**config.mk**
```make
export PLATFORM = sky130hd
export DESIGN_NAME = okmu_ctrl
export DESIGN_NICKNAME = d
export VERILOG_FILES = /design/src/sv/okmu_pkg.sv /design/src/sv/okmu_ctrl.sv
export SDC_FILE = /design/constraint.sdc
export NUM_CORES = 1
export LEC_CHECK = 0
export ABC_AREA = 1
export BUFFER_PORTS_ARGS = -buffer_cell sky130_fd_sc_hd__buf_2
export CAP_MARGIN = 10
export CORE_MARGIN = 5
export CORE_UTILIZATION = 42
export DETAILED_ROUTE_END_ITERATION = 6
export GPL_TIMING_DRIVEN = 0
export PLACE_DENSITY = 0.73
export SYNTH_ARGS = -nofsm -noshare
export SYNTH_HDL_FRONTEND = slang
export SYNTH_SLANG_ARGS = --single-unit
```
**constraint.sdc**
```tcl
create_clock -name clk -period 1.35 [get_ports clk]
set_clock_uncertainty 0.2 [all_clocks]
set_input_delay 0 -clock clk [delete_from_list [all_inputs] [get_ports clk]]
set_output_delay 0 -clock clk [all_outputs]
set_load 0.005 [all_outputs]
```
**src/sv/okmu_pkg.sv**
```systemverilog
// Shared constants, codes and controller/datapath interface types for the k-means update block
`default_nettype none
package okmu_pkg;

	localparam int DEF_MAX_CENTERS = 16;
	localparam int DEF_MAX_DIM     = 16;

	localparam int MODE_W     = 2;
	localparam int IDX_W      = 4;
	localparam int VAL_W      = 16;
	localparam int KIND_W     = 2;
	localparam int DIST_W     = 36;
	localparam int MEAN_W     = 18;
	localparam int LR_W       = 16;
	localparam int THR_W      = 20;
	localparam int CNT_W      = 5;
	localparam int CFG_IDX_W  = 2;
	localparam int CFG_DATA_W = 20;

	localparam logic [DIST_W-1:0] DIST_MAX = '1;
	localparam logic [MEAN_W-1:0] MEAN_MAX = '1;

	localparam logic [MODE_W-1:0] MODE_LOAD   = 2'd0;
	localparam logic [MODE_W-1:0] MODE_SAMPLE = 2'd1;
	localparam logic [MODE_W-1:0] MODE_EPOCH  = 2'd2;
	localparam logic [MODE_W-1:0] MODE_READ   = 2'd3;

	localparam logic [KIND_W-1:0] KIND_WINNER = 2'd0;
	localparam logic [KIND_W-1:0] KIND_EPOCH  = 2'd1;
	localparam logic [KIND_W-1:0] KIND_READ   = 2'd2;

	localparam logic [CFG_IDX_W-1:0] REG_STEP_GAIN  = 2'd0;
	localparam logic [CFG_IDX_W-1:0] REG_THRESHOLD  = 2'd1;
	localparam logic [CFG_IDX_W-1:0] REG_CENTERS    = 2'd2;
	localparam logic [CFG_IDX_W-1:0] REG_VECTOR_LEN = 2'd3;

	localparam logic [LR_W-1:0]  RST_STEP_GAIN  = 16'd6554;
	localparam logic [THR_W-1:0] RST_THRESHOLD  = 20'd4;
	localparam logic [CNT_W-1:0] RST_CENTERS    = 5'd16;
	localparam logic [CNT_W-1:0] RST_VECTOR_LEN = 5'd16;

	typedef struct packed {
		logic              load;
		logic              host_rd;
		logic              smp_wr;
		logic              clr;
		logic              issue;
		logic              row_win;
		logic              full;
		logic              next_row;
		logic              cmp;
		logic              root_start;
		logic              root_step;
		logic              total_add;
		logic              div_start;
		logic              div_step;
		logic              emit;
		logic [KIND_W-1:0] kind;
	} okmu_cmd_t;

	typedef struct packed {
		logic smp_last;
		logic e_end;
		logic c_end;
		logic root_last;
		logic div_last;
	} okmu_sts_t;

endpackage
`default_nettype wire

```
**src/sv/okmu_ctrl.sv**
```systemverilog
// Controller state machine: sequences distance scans, winner update and epoch reduction
`default_nettype none
module okmu_ctrl
	import okmu_pkg::*;
(
	input  wire logic              clk,
	input  wire logic              arst_n,
	input  wire logic              start,
	input  wire logic [MODE_W-1:0] mode,
	input  wire okmu_sts_t         sts,
	output okmu_cmd_t              cmd,
	output logic                   busy
);

	typedef enum logic [3:0] {
		ST_IDLE, ST_RD_OUT,
		ST_DIST, ST_DIST_FL, ST_DIST_CMP,
		ST_UPD, ST_UPD_FL,
		ST_EP_SCAN, ST_EP_FL, ST_EP_SQ0, ST_EP_ROOT, ST_EP_NEXT,
		ST_EP_DV0, ST_EP_DIV, ST_EP_OUT
	} state_t;

	state_t state_q, state_d;
	logic   accept;

	assign busy   = (state_q != ST_IDLE);
	assign accept = start && !busy;

	always_comb begin
		cmd     = '0;
		state_d = state_q;
		case (state_q)
			ST_IDLE: begin
				if (accept) begin
					case (mode)
						MODE_LOAD: cmd.load = 1'b1;
						MODE_READ: begin
							cmd.host_rd = 1'b1;
							state_d     = ST_RD_OUT;
						end
						MODE_SAMPLE: begin
							cmd.smp_wr = 1'b1;
							if (sts.smp_last) begin
								cmd.clr = 1'b1;
								state_d = ST_DIST;
							end
						end
						MODE_EPOCH: begin
							cmd.clr = 1'b1;
							state_d = ST_EP_SCAN;
						end
						default: ;
					endcase
				end
			end
			ST_RD_OUT: begin
				cmd.emit = 1'b1;
				cmd.kind = KIND_READ;
				state_d  = ST_IDLE;
			end
			ST_DIST: begin
				cmd.issue = 1'b1;
				if (sts.e_end)
					state_d = ST_DIST_FL;
			end
			ST_DIST_FL: state_d = ST_DIST_CMP;
			ST_DIST_CMP: begin
				cmd.cmp = 1'b1;
				if (sts.c_end) begin
					state_d = ST_UPD;
				end else begin
					cmd.next_row = 1'b1;
					state_d      = ST_DIST;
				end
			end
			ST_UPD: begin
				cmd.issue   = 1'b1;
				cmd.row_win = 1'b1;
				if (sts.e_end)
					state_d = ST_UPD_FL;
			end
			ST_UPD_FL: begin
				cmd.row_win = 1'b1;
				cmd.emit    = 1'b1;
				cmd.kind    = KIND_WINNER;
				state_d     = ST_IDLE;
			end
			ST_EP_SCAN: begin
				cmd.full  = 1'b1;
				cmd.issue = 1'b1;
				if (sts.e_end)
					state_d = ST_EP_FL;
			end
			ST_EP_FL: begin
				cmd.full = 1'b1;
				state_d  = ST_EP_SQ0;
			end
			ST_EP_SQ0: begin
				cmd.full       = 1'b1;
				cmd.root_start = 1'b1;
				state_d        = ST_EP_ROOT;
			end
			ST_EP_ROOT: begin
				cmd.full      = 1'b1;
				cmd.root_step = 1'b1;
				if (sts.root_last)
					state_d = ST_EP_NEXT;
			end
			ST_EP_NEXT: begin
				cmd.full      = 1'b1;
				cmd.total_add = 1'b1;
				if (sts.c_end) begin
					state_d = ST_EP_DV0;
				end else begin
					cmd.next_row = 1'b1;
					state_d      = ST_EP_SCAN;
				end
			end
			ST_EP_DV0: begin
				cmd.div_start = 1'b1;
				state_d       = ST_EP_DIV;
			end
			ST_EP_DIV: begin
				cmd.div_step = 1'b1;
				if (sts.div_last)
					state_d = ST_EP_OUT;
			end
			ST_EP_OUT: begin
				cmd.emit = 1'b1;
				cmd.kind = KIND_EPOCH;
				state_d  = ST_IDLE;
			end
			default: state_d = ST_IDLE;
		endcase
	end

	always_ff @(posedge clk or negedge arst_n) begin
		if (!arst_n)
			state_q <= ST_IDLE;
		else
			state_q <= state_d;
	end

endmodule
`default_nettype wire

```
==> metrics, run 1 <==
Setup Crit Path Kind reg2out; largest net degree at the start of global routing 9; ant diodes 0; post-placement cell count 167; Period minus WS final 1.54 ns; RSZ-0062 raised after global routing yes; Critical Path Sink Type primary output; clk_lat worst skew between 0.2 and 0.25 ns; max_cap viols 0; cells on worst reg2reg path 10; synth unique cells 20; Worst Hold Class in2reg; Synth top area share between 20% and 30%; syn_nets approximately 140; DIE AREA between 0.002 and 0.003 sq mm; sequential fraction of the synthesis area approximately 15%; synthesized cell area just under 700 sq um; # setup viols final 18; Tightest Pin Transition around 0.2 ns; reg2reg setup slack -0.18 ns; Detail Placement HPWL about 1400 um; initial antenna violation count 0; fillcell total about 150; Synth area leaders nand2_1 22%, dfrtp_1 15%, nor2_1 12%; failing checks negative setup slack; max_slew headroom 86.4%; CP Launch Type flip-flop; final hold viol count 0; Iter 0 DRT Violations 10; multi-input logic area ~560 sq um; CTS Buf Count 3; post-route ant nets 0; leakage power 0.710 nW; DIE WIDTH about 50 um; Layout Nets around 190; Achievable Freq 650 MHz; CP arrival 1.34 ns; Die Height 50.2 um; Largest register FFs 4; Total Routing Usage GR between 10% and 20%; critical register-to-register path endpoint state_q[0]$_DFFE_PN0P_; total power roughly 2.1 mW; slowest CP cell dfrtp_1; CTS Root Cell clkbuf_4; Top reg by flops state_q; post-synth top area cell nand2_1; synthesized instance count 124; DRC viols 0; layout cells sized above 1 between 40% and 50%; CTS tree built; Non-Filler Instances approximately 190; 1st-pass router iterations 5; Syn. warnings 0; row count 14; Clock Tree Buf Depth 2; IO buf count 27; Reg clk slew, reported paths approximately 0.040 ns; largest registers state_q: 4 flops; peak supply drop 0.887 mV; critical path, cell by cell buf_6, nor2_4, nand2_2, inv_2, nand2_4, nor3_2, buf_2; clock net sink count 4; post-route setup slack -0.187 ns; RR Startpoint state_q[0]$_DFFE_PN0P_; H-tree depth 1; period utilisation layout 114%; crit path capture cmd[13]; crit path max fanout 5; CP max stage delay 0.38 ns; first-pass GRT wire length about 3600 um; core area about 0.0015 sq mm; Worst EP required around 1.2 ns; Syn-to-layout area delta 64.2%; Seq cells post-synth 4; Vias around 900; Starting Density between 40% and 50%; PwrDens around 1900 mW/mm^2; run status finished, violations left; Avg WL per Cell around 11 um; Seq. cell area 101 sq um; worst slack, placed -0.112 ns; routability congestion estimate 0.827; Max Slew Vio Count 0; vias in the first global route 892; DR vias/cell 4.83; IO Count 28; GRT Residual Overflow 0; Post-Syn Area per Cell 5.47 sq um; critical path launch point state_q[0]$_DFFE_PN0P_; total wire length 2110 um
layout by cell type, fill, tap and decap left out, types with 4 or more instances in the layout:
cell,count
nor2_1,14
buf_4,8
nor2_4,5
nand2_2,6
nand2_4,4
dlygate4sd3_1,5
nor2_2,7
inv_1,19
buf_6,6
buf_2,27
nand2_1,33
nand3_1,9
ha_1,5
power by group:
part | leakage (nW) | switching, mW | internal [mW]
sequential | 0.0501 | 0.0598 | 0.179
combinational | 0.645 | 0.967 | 0.765
clock | 0.0150 | 0.0508 | 0.111
Yosys cell counts, drive strengths merged:
master	number
nand2	43
nor2	26
inv	24
nand3	10
ha	5
dfrtp	4
buf	3
a21oi	2
nor3	2
nand3b	1
nor4	1
o211ai	1
o21ai	1
o22ai	1
cells by family (layout without fill, tap and decap cells):
logic type | after synthesis | after routing | share of synthesized area, %
AOI/OAI and AO/OA | 5 | 5 | 4.24
adders and majority gates | 5 | 5 | 9.23
buffers and inverters | 27 | 74 | 18.6
DFF | 4 | 4 | 14.8
and+or+nand+nor | 83 | 83 | 53.1
worst max-delay path, delay by kind of cell, from the launching register on:
kind          cells  cell delay [ns]
buf+inv           3             0.35
flops             1             0.38
simple gates      4             0.37
stage by stage:
step | hold WS, ns | TNS [ns] | utilization (%) | cell area, sq um
after floorplan | -0.496 | 0 | - | 692
after global placement | -0.396 | -0.299 | 55.6 | 847
after detailed placement | -0.394 | -0.417 | 55.6 | 847
after CTS | 0.0541 | -2.00 | 68.4 | 1040
after global routing | 0.0740 | -3.82 | 73.1 | 1110
final | 0.0262 | -2.10 | 73.1 | 1110
cell type report:
type	count	area share, %
Buffer	3	3.03
Clock buffer	4	2.36
Inverter	24	8.76
Multi-Input combinational cell	93	49.9
Sequential cell	4	9.10
Tap cell	16	1.80
Timing Repair Buffer	43	25.1
per-layer routing:
layer	global-route usage, %	wire [um]
met1	21.6	931
met2	30.5	1040
met3	3.85	136
met4	3.93	6
met5	0	0
worst min-delay path by stage:
stage	endpoint	start	cells after the start
floorplan	state_q[0]$_DFFE_PN0P_	arst_n	0
global placement	state_q[1]$_DFFE_PN0P_	arst_n	1
detailed placement	state_q[3]$_DFFE_PN0P_	arst_n	1
CTS	state_q[1]$_DFFE_PN0P_	sts[3]	6
global route	state_q[1]$_DFFE_PN0P_	sts[3]	6
finish	state_q[1]$_DFFE_PN0P_	sts[3]	6
timing repair:
| item | in CTS | in global routing |
|---|---|---|
| pin swaps | 6 | 6 |
| gates cloned | 1 | 0 |
| setup endpoints to repair | 19 | 22 |
| gates resized for setup | 11 | 20 |
| hold buffers | 5 | 0 |
| hold endpoints to repair | 5 | 0 |
| buffers inserted | 10 | 0 |
(Power assumes the default switching activity.)
==> inputs of run 2 (changes only) <==
- BUFFER_PORTS_ARGS: -buffer_cell sky130_fd_sc_hd__buf_2 -> -buffer_cell sky130_fd_sc_hd__buf_4
==> run 2 against run 1 <==
  * Via count grew 25%
  * Combinational power up 51%
  * Total power is 43% higher
  * Worst hold slack improved by 0.048 ns
  * Critical path depth increased by 2
  * Critical path type is now reg2reg
  * Global-route usage increased by 2.8 points
  * Highest routed layer unchanged
  * Sequential share of layout area decreased by 2.0 points
  * First-iteration DRC count rose to 3.9 times the previous value
  * The flow still finishes with violations (negative setup slack)
  * Largest power group unchanged
  * Maximum frequency shrank 8.6%
  * Non-clock buffer count up 9
==> metrics, run 2 (same netlist as run 1, synthesis figures left out) <==
CTS Root Cell clkbuf_4; max_slew headroom between 80% and 90%; Syn-to-layout area delta 109%; Setup Crit Path Kind reg2reg; multi-input logic area 649 sq um; first-pass GRT wire length just over 4000 um; routability congestion estimate about 0.8; Layout Nets a little under 200; period utilisation layout 125%; run status finished, violations left; Period minus WS final 1.68 ns; # setup viols final 22; Buf+Inv Stages, Crit Path 3; Reg clk slew, reported paths approximately 0.050 ns; Starting Density 44.5%; core area between 0.0015 and 0.002 sq mm; Achievable Freq 595 MHz; GRT Residual Overflow 0; row count 14; failing checks negative setup slack; max_cap viols 0; Vias about 1.1k; peak supply drop between 1 and 1.5 mV; PwrDens about 2200 mW/mm^2; clk_lat worst skew 0.26 ns; crit path max fanout 6; IO Count 28; RSZ-0062 raised after global routing yes; fin util between 90% and 100%; post-route ant nets 0; cells on worst reg2reg path 9; post-placement cell count 167; Iter 0 DRT Violations 39; ant diodes 0; Worst Hold Class in2reg; CP Launch Type flip-flop; CTS Buf Count 3; post-route cell area approximately 0.0014 sq mm; CP arrival between 1.5 and 2 ns; slowest CP cell dfrtp_1; total power ~3.1 mW; commonest non-fill, non-tap cell in the layout buf_4; RR Startpoint state_q[0]$_DFFE_PN0P_; Seq. cell area between 100 and 150 sq um; Die Height 50.2 um; Detail Placement HPWL 1480 um; Worst Hold Launch sts[3]; Total Routing Usage GR between 20% and 30%; Non-Filler Instances about 200; CP max stage delay 0.37 ns; Largest register FFs 4; IO buf count 27; critical register-to-register path endpoint state_q[2]$_DFFE_PN0P_; leakage power slightly below 0.8 nW; largest net degree at the start of global routing 9; DIE WIDTH about 50 um; DRC viols 0; 1st-pass router iterations 4; most frequent cells in the layout 31 x buf_4, 26 x nand2_1, 18 x buf_6, 16 x inv_1, 12 x nor2_1; Worst EP required about 1.4 ns; critical path, cell by cell buf_6, nor2_4, buf_6, nand2_4, nor2_1, inv_1, nand3_1, nand2_1, nand2_2; clock net sink count 4; vias in the first global route roughly 1k; layout cells sized above 1 between 50% and 60%; post-route setup slack -0.331 ns; Top reg by flops state_q; total wire length roughly 3700 um; Critical Path Sink Type flip-flop; CP most frequent cell buf_6; DP Area 915 sq um; Max Slew Vio Count 0; Clock Tree Buf Depth 2; CTS tree built; final hold viol count 0; delay-heaviest family, CP simple AND/OR/NAND/NOR gates; Hold Path End state_q[2]$_DFFE_PN0P_; initial antenna violation count 0; largest registers state_q: 4 flops; Tightest Pin Transition between 0.2 and 0.25 ns; fillcell total 60; H-tree depth 1; DIE AREA ~0.0025 sq mm; Avg WL per Cell 18.9 um; reg2reg setup slack -0.33 ns; DR vias/cell roughly 5.8; worst hold stages 6
## run 2: changes by cell type in the layout (fill, tap and decap cells not counted), sizes merged
cell    change
buf         +9
clkinv      +1
inv         -1
## run 2: power breakdown
group,switching [mW],internal (mW)
Clock,0.0734,0.112
Sequential,0.0665,0.179
Combinational,1.44,1.18
## run 2: cell type report
cell class	instances	share of cell area [%]
Multi-Input combinational cell	93	45.8
Clock buffer	4	1.85
Timing Repair Buffer	52	33.3
Buffer	3	2.38
Inverter	24	8.12
Tap cell	16	1.41
Sequential cell	4	7.15
## run 2: tightest hold or removal path, cell delays in order
cell and delay [ns]:
buf_4 0.09, nor2_1 0.05, a21oi_1 0.14, nand2_2 0.09, nand2_2 0.08, nand2_2 0.04
## run 2: timing repair
item / in CTS / in global routing
gates resized for setup: 40 / 33
hold buffers: 5 / 0
endpoints found under the hold margin: 5 / 0
buffers inserted: 14 / 6
endpoints found under the setup margin: 19 / 22
gates cloned: 0 / 0
pin swaps: 13 / 9
## run 2: worst max-delay path by stage
| stage | start | endpoint | slack [ns] | cells past startpoint |
|---|---|---|---|---|
| after floorplan | state_q[1]$_DFFE_PN0P_ | state_q[2]$_DFFE_PN0P_ | 0.005 | 9 |
| after global placement | state_q[2]$_DFFE_PN0P_ | state_q[1]$_DFFE_PN0P_ | -0.1 | 8 |
| after detailed placement | state_q[1]$_DFFE_PN0P_ | state_q[2]$_DFFE_PN0P_ | -0.09 | 9 |
| after CTS | state_q[1]$_DFFE_PN0P_ | cmd[13] | -0.20 | 7 |
| after global routing | state_q[3]$_DFFE_PN0P_ | state_q[3]$_DFFE_PN0P_ | -0.39 | 9 |
| final | state_q[0]$_DFFE_PN0P_ | state_q[2]$_DFFE_PN0P_ | -0.33 | 9 |
## run 2: layer usage
metal / vias to the layer above / track usage (%) / part of all wire, %
met5: - / 0 / 0
met2: 108 / 39.3 / 48
met4: 0 / 7.86 / 6.7
li1: 487 / - / -
met3: 34 / 2.07 / 9.7
met1: 500 / 21.8 / 36
## run 2: metrics by stage
stage	hold slack, ns	setup slack (ns)	setup TNS [ns]
floorplan	-0.496	0.00497	0
global placement	-0.404	-0.0976	-0.362
detailed placement	-0.403	-0.0918	-0.470
CTS	0.0501	-0.197	-2.27
global route	0.141	-0.390	-5.45
finish	0.0743	-0.331	-4.25
